[config.mk]
export PLATFORM = sky130hd
export DESIGN_NAME = rsie_regfile
export DESIGN_NICKNAME = d
export VERILOG_FILES = /design/src/design/rsie_pkg.sv /design/src/design/rsie_regfile.sv
export SDC_FILE = /design/constraint.sdc
export NUM_CORES = 1
export LEC_CHECK = 0
export BUFFER_PORTS_ARGS = -buffer_cell sky130_fd_sc_hd__buf_2
export CORE_MARGIN = 8
export CORE_UTILIZATION = 40
export CTS_CLUSTER_SIZE = 10
export DETAILED_ROUTE_END_ITERATION = 10
export PLACE_DENSITY_LB_ADDON = 0.25
export RECOVER_POWER = 100
export SLEW_MARGIN = 20
export SYNTH_ARGS = -nofsm -noshare
export SYNTH_HDL_FRONTEND = slang
export SYNTH_SLANG_ARGS = --single-unit
[constraint.sdc]
create_clock -name clk_i -period 5.4 [get_ports clk_i]
set_clock_uncertainty 0.05 [all_clocks]
set_input_delay 1.08 -clock clk_i [delete_from_list [all_inputs] [get_ports clk_i]]
set_output_delay 1.08 -clock clk_i [all_outputs]
set_load 0.05 [all_outputs]
[src/design/rsie_pkg.sv]
// Shared types and encodings for the RISC subset executor.
package rsie_pkg;

  typedef enum logic [1:0] {
    OP_EXEC     = 2'd0,
    OP_PRELOAD  = 2'd1,
    OP_READ_REG = 2'd2,
    OP_READ_MEM = 2'd3
  } op_e;

  localparam logic [5:0] OPC_RTYPE  = 6'd0;
  localparam logic [5:0] OPC_RTYPE2 = 6'd28;
  localparam logic [5:0] OPC_LW     = 6'd35;
  localparam logic [5:0] OPC_SW     = 6'd43;
  localparam logic [5:0] OPC_ADDI   = 6'd8;
  localparam logic [5:0] OPC_BEQ    = 6'd4;
  localparam logic [5:0] OPC_J      = 6'd2;

  localparam logic [5:0] FN_ADD = 6'd32;
  localparam logic [5:0] FN_SUB = 6'd34;
  localparam logic [5:0] FN_AND = 6'd36;
  localparam logic [5:0] FN_OR  = 6'd37;
  localparam logic [5:0] FN_NOR = 6'd7;
  localparam logic [5:0] FN_MUL = 6'd2;

  localparam logic [31:0] HALT_WORD = 32'hFFFF_FFFF;
  localparam logic [4:0]  REG_ZERO  = 5'd0;
  localparam int unsigned NUM_REGS  = 32;

  typedef struct packed {
    op_e         op;
    logic [31:0] instr;
    logic [9:0]  index;
    logic [31:0] data;
  } item_t;

  typedef struct packed {
    logic        rf_we;
    logic        ld;
    logic [4:0]  rf_addr;
    logic [31:0] rf_data;
    logic        mem_we;
    logic        mem_re;
    logic        rd_out;
    logic [31:0] mem_addr;
    logic [31:0] mem_wdata;
    logic [31:0] read_value;
    logic [31:0] pc;
    logic        halted;
  } exec_t;

endpackage

[src/design/rsie_regfile.sv]
// 32x32 register file, one write port and two registered read ports.
module rsie_regfile import rsie_pkg::*; (
  input  logic        clk_i,
  input  logic        we_i,
  input  logic [4:0]  waddr_i,
  input  logic [31:0] wdata_i,
  input  logic        re_i,
  input  logic [4:0]  raddr_a_i,
  input  logic [4:0]  raddr_b_i,
  output logic [31:0] rdata_a_o,
  output logic [31:0] rdata_b_o
);

  logic [31:0] mem_q [NUM_REGS];
  logic [31:0] rdata_a_q;
  logic [31:0] rdata_b_q;

  always_ff @(posedge clk_i) begin
    if (we_i) begin
      mem_q[waddr_i] <= wdata_i;
    end
    if (re_i) begin
      rdata_a_q <= mem_q[raddr_a_i];
      rdata_b_q <= mem_q[raddr_b_i];
    end
  end

  assign rdata_a_o = rdata_a_q;
  assign rdata_b_o = rdata_b_q;

endmodule

==> summary.txt <==
Synthesis
  • Mapped cell area: ~51000 um^2
  • Post-synthesis instance total: 3450
  • Top-area cell type share of the netlist area: roughly 64%
  • Sequential fraction of the synthesis area: 64.4%
  • EDFF count, synth: 1088
  • Synth Area per Inst: around 15 um^2
  • Synth area leader: edfxtp_1
  • Ys async rst share: 0%
  • Synth top area cells: edfxtp_1 (64%), mux2i_1 (20%), a22oi_1 (2.8%)
  • Synth Register Bits: 1088
  • Synth Warn #: 0
  • Unique masters post-synth: 23
  • Mapped Nets: 3500
  • Post-synth top flop: edfxtp_1

CTS
  • Postcts setup bufs: 0
  • Buffer type at the clock tree root: clkbuf_16
  • CTS tree: built
  • CTS sink cnt: 1088
  • CTS Buf Count: 130
  • Clock transition at path regs: 0.05 ns
  • CTS max path bufs: 3
  • Worst-skew pair later-pin latency: 0.72 ns
  • H-Tree Depth: 4
  • # hold bufs at CTS: 0
  • Post-CTS sizing: 0

Timing
  • Total negative slack: 0 ns
  • Final period utilization: between 70% and 80%
  • Final hold vios: 0
  • RSZ-0062 raised after global routing: false
  • Slew headroom: -102%
  • Maximum clock frequency: around 0.24 GHz
  • Final Setup Violations: 0
  • Worst-Margin Slew: 3.03 ns
  • Min Tclk post-route: 4.23 ns
  • Slew Limit Fails: 1037

Worst setup path
  • CP peak stage delay: 2.04 ns
  • R2R Setup Slk: 3.55 ns
  • R2r endpoint: rdata_b_o[11]
  • Crit path DAT: approximately 4.6 ns
  • Bufs and invs on worst path: 2
  • CP Cell Sequence: clkbuf_1, or3b_2, nor2_1, buf_4
  • R2R depth: 5
  • CP max-delay cell: nor2_1
  • CP endpoint kind: flip-flop
  • Crit Path Class: in -> reg
  • Startpoint types: primary input
  • Crit-path max FO: 19
  • Worst EP required: approximately 5.7 ns
  • Top cell family by delay on the critical path: simple AND/OR/NAND/NOR gates
  • R2R Path Start: mem_q[7][11]

Routing
  • TritonRoute pass-1 iters: 6
  • DRC Markers: 0
  • Routed wire length: 162 mm
  • Routed Antenna Nets: 0
  • DR iter-0 viols: ~3600
  • Via count: 32100
  • Routed WL per cell: roughly 31 um
  • DR vias/cell: just over 6

Global route
  • Met3 Track Usage GR: ~3.5%
  • Global route overflow: 0
  • Global-route wire length before repair: 228 mm
  • Most used routing layer: met2
  • Total GRT Usage: a little under a quarter
  • Vias in the first global route: 31800
  • Largest net degree at the start of global routing: 77
  • GRT met1 Usage: a little under a third
  • Met2 usage: 37.1%
  • Initial antenna violation count: 9

Min path
  • Hold path endpoint: rdata_b_o[22]
  • Hold Path Stages: 4
  • Critical hold path startpoint: mem_q[26][22]
  • Worst min-delay path class: reg -> reg

Layout
  • Commonest non-fill, non-tap cell in the layout: edfxtp_1
  • P&R area growth vs syn: 11.6%
  • Final nets: 3604
  • Final Non-Filler Cells: around 5200
  • Commonest cells after routing, fill and taps aside: edfxtp_1 (1088), mux2i_1 (1024), nand3_1 (194), nand2_1 (193)
  • Share of cells above drive strength 1: 7.44%

Floorplanning
  • Num ports: 114
  • Die height: 372 um
  • Core Box Area: 126000 um^2
  • Starting density of the core: 40.3%
  • Die Width: 372 um
  • Core Rows: 130
  • Area of the die: 138000 um^2

Power and ir drop
  • Cell area power density: approximately 340 nW/um^2
  • VDD IR max: 0.224 mV
  • Leakage: 20.5 nW

Placement
  • Final Wtd Congestion: between 0.8 and 0.9
  • Dpl hpwl: around 93 mm
  • I/O Buffers: 113
  • Placed instance count: 5072

Outcome
  • Status: complete, but fails checks
  • Violations in the final reports: max-capacitance violations, max-slew violations

Job
  • Max Cap Violations: 44
==> layer usage <==
layer	part of all wire, %	vias to the layer above
met1	43	16600
met5	0.037	-
li1	-	13800
met4	3.2	8
met3	6.7	298
met2	47	1353
==> worst min-delay path, stage by stage, from the launching register on <==
cell      delay, ns
edfxtp_1       0.34
mux2i_1        0.07
nand2_1        0.06
nand3_1        0.06
nand3_1        0.08
==> state kept, by name (all words and copies together), names as in the netlist <==
register	flops
mem_q	1024
rdata_a_o	32
rdata_b_o	32
==> report_power, final <==
group	switching [mW]	leakage, nW	total [mW]	internal (mW)
Combinational	1.18	8.88	1.71	0.528
Clock	3.23	1.74	7.70	4.47
Sequential	0.0779	9.86	9.55	9.48
==> cells by family after synthesis <==
logic type | Yosys count | synth area share [%]
mux | 1024 | 20.2
compound gates | 576 | 7.74
simple gates | 509 | 4.53
flops | 1088 | 64.4
buf+inv | 253 | 3.09
==> final cells by class <==
type | instances | area, um^2
repair buffers | 225 | 1650
clock buffers | 154 | 3470
flip-flops and latches | 1088 | 32700
diodes | 5 | 12.5
clock inverters | 15 | 86.3
well taps | 1650 | 2060
multi-input cells | 2109 | 16600
fillers | 11100 | 69200
==> cell usage after synthesis, types with 47 or more instances <==
cell,instances
a31oi_1,64
nor3_1,64
clkbuf_1,86
a22o_1,128
a22oi_1,192
a21oi_1,192
buf_4,47
edfxtp_1,1088
nand3_1,194
mux2i_1,1024
nand2_1,195
buf_2,70
==> how the worst max path moves through the flow <==
stage	end	cells after the start	startpoint	slack [ns]
finish	mem_q[8][15]	4	waddr_i[3]	1.17
global route	mem_q[15][27]	4	waddr_i[0]	1.17
CTS	mem_q[29][13]	4	waddr_i[1]	2.41
detailed placement	mem_q[29][2]	4	waddr_i[1]	1.64
global placement	mem_q[29][2]	4	waddr_i[1]	1.69
floorplan	mem_q[12][0]	3	waddr_i[1]	1.84
==> stage by stage <==
stage | instance area, um^2 | util, % | setup slack (ns) | hold slack (ns) | power, mW
2_1_floorplan | 50700 | - | 1.84 | 0.605 | 10.8
3_3_place_gp | 53500 | 42.5 | 1.69 | 0.643 | 11.4
3_5_place_dp | 53500 | 42.5 | 1.64 | 0.636 | 11.4
4_1_cts | 57000 | 45.4 | 2.41 | 0.655 | 19.1
5_1_grt | 56600 | 45.0 | 1.17 | 0.710 | 19.5
6_report | 56600 | 45.0 | 1.17 | 0.661 | 19.0
No activity file was read; power rests on OpenSTA's default activity.
