[config.mk]
export PLATFORM = sky130hd
export DESIGN_NAME = rsie_exec
export DESIGN_NICKNAME = d
export VERILOG_FILES = /design/src/design/rsie_pkg.sv /design/src/design/rsie_exec.sv
export SDC_FILE = /design/constraint.sdc
export NUM_CORES = 2
export LEC_CHECK = 0
export BUFFER_PORTS_ARGS = -buffer_cell sky130_fd_sc_hd__buf_2
export CAP_MARGIN = 20
export CORE_MARGIN = 2
export CORE_UTILIZATION = 39
export DETAILED_ROUTE_END_ITERATION = 16
export RECOVER_POWER = 25
export SYNTH_ARGS = -nofsm -noshare
export SYNTH_HDL_FRONTEND = slang
export SYNTH_SLANG_ARGS = --single-unit
[constraint.sdc]
create_clock -name vclk -period 36.3
set_input_delay 9.075 -clock vclk [all_inputs]
set_output_delay 9.075 -clock vclk [all_outputs]
set_load 0.02 [all_outputs]
[src/design/rsie_pkg.sv]
// Shared types and encodings for the RISC subset executor.
package rsie_pkg;

  typedef enum logic [1:0] {
    OP_EXEC     = 2'd0,
    OP_PRELOAD  = 2'd1,
    OP_READ_REG = 2'd2,
    OP_READ_MEM = 2'd3
  } op_e;

  localparam logic [5:0] OPC_RTYPE  = 6'd0;
  localparam logic [5:0] OPC_RTYPE2 = 6'd28;
  localparam logic [5:0] OPC_LW     = 6'd35;
  localparam logic [5:0] OPC_SW     = 6'd43;
  localparam logic [5:0] OPC_ADDI   = 6'd8;
  localparam logic [5:0] OPC_BEQ    = 6'd4;
  localparam logic [5:0] OPC_J      = 6'd2;

  localparam logic [5:0] FN_ADD = 6'd32;
  localparam logic [5:0] FN_SUB = 6'd34;
  localparam logic [5:0] FN_AND = 6'd36;
  localparam logic [5:0] FN_OR  = 6'd37;
  localparam logic [5:0] FN_NOR = 6'd7;
  localparam logic [5:0] FN_MUL = 6'd2;

  localparam logic [31:0] HALT_WORD = 32'hFFFF_FFFF;
  localparam logic [4:0]  REG_ZERO  = 5'd0;
  localparam int unsigned NUM_REGS  = 32;

  typedef struct packed {
    op_e         op;
    logic [31:0] instr;
    logic [9:0]  index;
    logic [31:0] data;
  } item_t;

  typedef struct packed {
    logic        rf_we;
    logic        ld;
    logic [4:0]  rf_addr;
    logic [31:0] rf_data;
    logic        mem_we;
    logic        mem_re;
    logic        rd_out;
    logic [31:0] mem_addr;
    logic [31:0] mem_wdata;
    logic [31:0] read_value;
    logic [31:0] pc;
    logic        halted;
  } exec_t;

endpackage

[src/design/rsie_exec.sv]
// Decode, ALU, address and next-PC logic for one request.
module rsie_exec import rsie_pkg::*; (
  input  item_t       item_i,
  input  logic [31:0] rs_val_i,
  input  logic [31:0] rt_val_i,
  input  logic [31:0] pc_i,
  input  logic        halted_i,
  output exec_t       ex_o
);

  logic [5:0]  opc;
  logic [5:0]  funct;
  logic [4:0]  rt;
  logic [4:0]  rd;
  logic [31:0] imm;
  logic [31:0] pc4;
  logic [31:0] addr_sum;
  logic [31:0] alu_res;
  logic        alu_ok;

  assign opc      = item_i.instr[31:26];
  assign funct    = item_i.instr[5:0];
  assign rt       = item_i.instr[20:16];
  assign rd       = item_i.instr[15:11];
  assign imm      = {{16{item_i.instr[15]}}, item_i.instr[15:0]};
  assign pc4      = pc_i + 32'd4;
  assign addr_sum = rs_val_i + imm;

  always_comb begin
    alu_ok  = 1'b1;
    alu_res = '0;
    case (funct)
      FN_ADD:  alu_res = rs_val_i + rt_val_i;
      FN_SUB:  alu_res = rs_val_i - rt_val_i;
      FN_AND:  alu_res = rs_val_i & rt_val_i;
      FN_OR:   alu_res = rs_val_i | rt_val_i;
      FN_NOR:  alu_res = ~(rs_val_i | rt_val_i);
      FN_MUL:  alu_res = rs_val_i * rt_val_i;
      default: alu_ok  = 1'b0;
    endcase
  end

  always_comb begin
    ex_o        = '0;
    ex_o.pc     = pc_i;
    ex_o.halted = halted_i;
    case (item_i.op)
      OP_EXEC: begin
        if (!halted_i) begin
          if (item_i.instr == HALT_WORD) begin
            ex_o.halted = 1'b1;
          end else begin
            ex_o.pc = pc4;
            case (opc)
              OPC_RTYPE, OPC_RTYPE2: begin
                ex_o.rf_we   = alu_ok && (rd != REG_ZERO);
                ex_o.rf_addr = rd;
                ex_o.rf_data = alu_res;
              end
              OPC_LW: begin
                ex_o.mem_re   = 1'b1;
                ex_o.mem_addr = addr_sum;
                ex_o.ld       = (rt != REG_ZERO);
                ex_o.rf_addr  = rt;
              end
              OPC_SW: begin
                ex_o.mem_we    = 1'b1;
                ex_o.mem_addr  = addr_sum;
                ex_o.mem_wdata = rt_val_i;
              end
              OPC_ADDI: begin
                ex_o.rf_we   = (rt != REG_ZERO);
                ex_o.rf_addr = rt;
                ex_o.rf_data = addr_sum;
              end
              OPC_BEQ: begin
                if (rs_val_i == rt_val_i) begin
                  ex_o.pc = pc4 + {imm[29:0], 2'b00};
                end
              end
              OPC_J: begin
                ex_o.pc = {pc4[31:28], item_i.instr[25:0], 2'b00};
              end
              default: ;
            endcase
          end
        end
      end
      OP_PRELOAD: begin
        ex_o.mem_we    = 1'b1;
        ex_o.mem_addr  = {22'd0, item_i.index};
        ex_o.mem_wdata = item_i.data;
      end
      OP_READ_REG: begin
        ex_o.read_value = rs_val_i;
      end
      OP_READ_MEM: begin
        ex_o.mem_re   = 1'b1;
        ex_o.rd_out   = 1'b1;
        ex_o.mem_addr = {22'd0, item_i.index};
      end
      default: ;
    endcase
  end

endmodule

==> impl_metrics.tcl <==
set metrics [dict create \
    run_status "complete, but fails checks" \
    violations "max-capacitance violations, max-slew violations" \
    tns_ns 0 \
    slew_violations 193 \
    drcViolationCount 0 \
    finalCritPeriodShare 0.7385 \
    drt_wl_total_um 104800 \
    layout.cells.non_filler 4383 \
    crit_buf_inv 7 \
    dr.first_iter.drc_count 2416 \
    synth_area_per_cell_um2 7.576 \
    critPathLaunchType "input pin" \
    finalHoldViolCount 0 \
    grt_usage 0.3091 \
    route.vias.total 25026 \
    slowest_delay_ns 0.72 \
    cts_resized 0 \
    crit_required_ns 27.23 \
    floorplan.initialDensity 0.3929 \
    clock.fmax_mhz 37.30 \
    fin_crit_ns 26.81 \
    grt_pass1_vias 24539 \
    dieWidth_um 258.2 \
    postCtsSetupBuffers 0 \
    grt_pass1_wl_um 156200 \
    regArea_um2 0 \
    tightest_slew_ns 3.719 \
    rsz0062_at_grt "false" \
    design.seq.count 0 \
    cp.arrival_ns 17.73 \
    boundaryPins 344 \
    yosys-top-cells-count "inv_1 (488), nor2_1 (486), fa_1 (412)" \
    critical_path.top_delay_family "adder cells" \
    fin_hold_ws_ns 18.44 \
    design.die.area_mm2 0.06664 \
    place_inst 4380 \
    firstDrtPassIters 8 \
    antenna_found_initial 7 \
    setup_viol 0 \
    fp.coreArea_mm2 0.06412 \
    portBuffers 344 \
    critPathCaptureType "output port" \
    yosys_warnings 0 \
    synthCells 3325 \
    relSlewSlack -1.479 \
    grt_max_degree 89 \
    worstPathMaxFanout 20 \
    yosysMostFrequentCell "inv_1" \
    slowest_stage "clkinv_1" \
    cts_hold_buf 0 \
    drv_cap 3 \
    clkbuf_count 0 \
    rows 93 \
    yosys-top-cells-area "fa_1 (33%), ha_1 (14%), inv_1 (7.3%)" \
    cpMostUsedCell "fa_1" \
    nets 4395 \
    synth_top_area_cell "fa_1" \
    ys_seq_area_frac 0 \
    hpwlAfterDp_um 84240 \
    synth_top_area_frac 0.3274 \
    final_layout_size_suffix_gt1_frac 0.1092 \
    syn-cell-area_mm2 0.02519 \
    grt_remaining_overflow 0 \
    areaGrowthSynthToFinish_pct 9.327 \
    hp-class "in2out" \
    gp_congestion 0.9864 \
    ant_nets 0 \
    routedWlPerCell_um 23.91 \
    via_per_inst 5.710 \
    syn-num-nets 4193 \
    critical_path_class "in2out" \
    ys_types 81 \
    fp.dieH_um 258.2 \
]
per-stage QoR:
stage,instance area (um2),util,worst slack (ns)
after CTS,27570,0.4299,9.694
after floorplan,25190,-,10.97
after global routing,27530,0.4294,9.171
after detailed placement,27570,0.4299,9.725
after global placement,27560,0.4299,9.849
final,27540,0.4296,9.493
path summary, 6_finish.rpt:
kind / end / cells past startpoint / from / slack (ns)
setup / recovery: ex_o[162] / 28 / rt_val_i[4] / 9.49
hold / removal: ex_o[32] / 3 / pc_i[31] / 18.44
cell usage in the layout, fill, tap and decap left out, types with 12 or more instances in the layout:
cell / count
o21bai_1: 19
nand2_1: 365
a22o_1: 43
and2_0: 22
nor2b_1: 14
inv_1: 488
a211oi_1: 33
xnor2_1: 129
a221oi_1: 25
ha_1: 282
o21ai_0: 130
clkbuf_1: 19
and2_1: 22
and3_1: 19
o22ai_1: 12
o21a_1: 18
nand2b_1: 23
clkinv_1: 13
nand4_1: 16
a21o_1: 48
xor2_1: 62
buf_2: 328
a21oi_1: 174
buf_4: 26
nor2_1: 486
fa_1: 412
nand3_1: 41
a22oi_1: 24
a222oi_1: 18
nor3_1: 36
a31oi_1: 15
o31ai_1: 14
logic make-up (layout without fill, tap and decap cells):
family	Yosys count	in the layout	synth area share
AOI/OAI and AO/OA	660	660	0.1751
other	0	3	0
and+or+nand+nor	1092	1092	0.1852
adders and majority gates	695	695	0.4680
buffers and inverters	678	878	0.1017
muxes	9	9	0.003675
xor gates and xnor gates	191	191	0.06640
final cells by class:
cell class / count / area, um2
multi-input cells: 2647 / 22660
inverters: 505 / 1896
fillers: 6751 / 36570
well taps: 855 / 1070
repair buffers: 373 / 1908
diodes: 3 / 7.507
routing by layer:
layer	part of all wire	routed length, um	vias up	global-route usage
met3	0.089	9312	228	0.03857
met5	0	0	-	0
met4	0.044	4655	0	0.1093
met1	0.40	42270	12341	0.4136
li1	-	-	11213	-
met2	0.46	48550	1244	0.5139
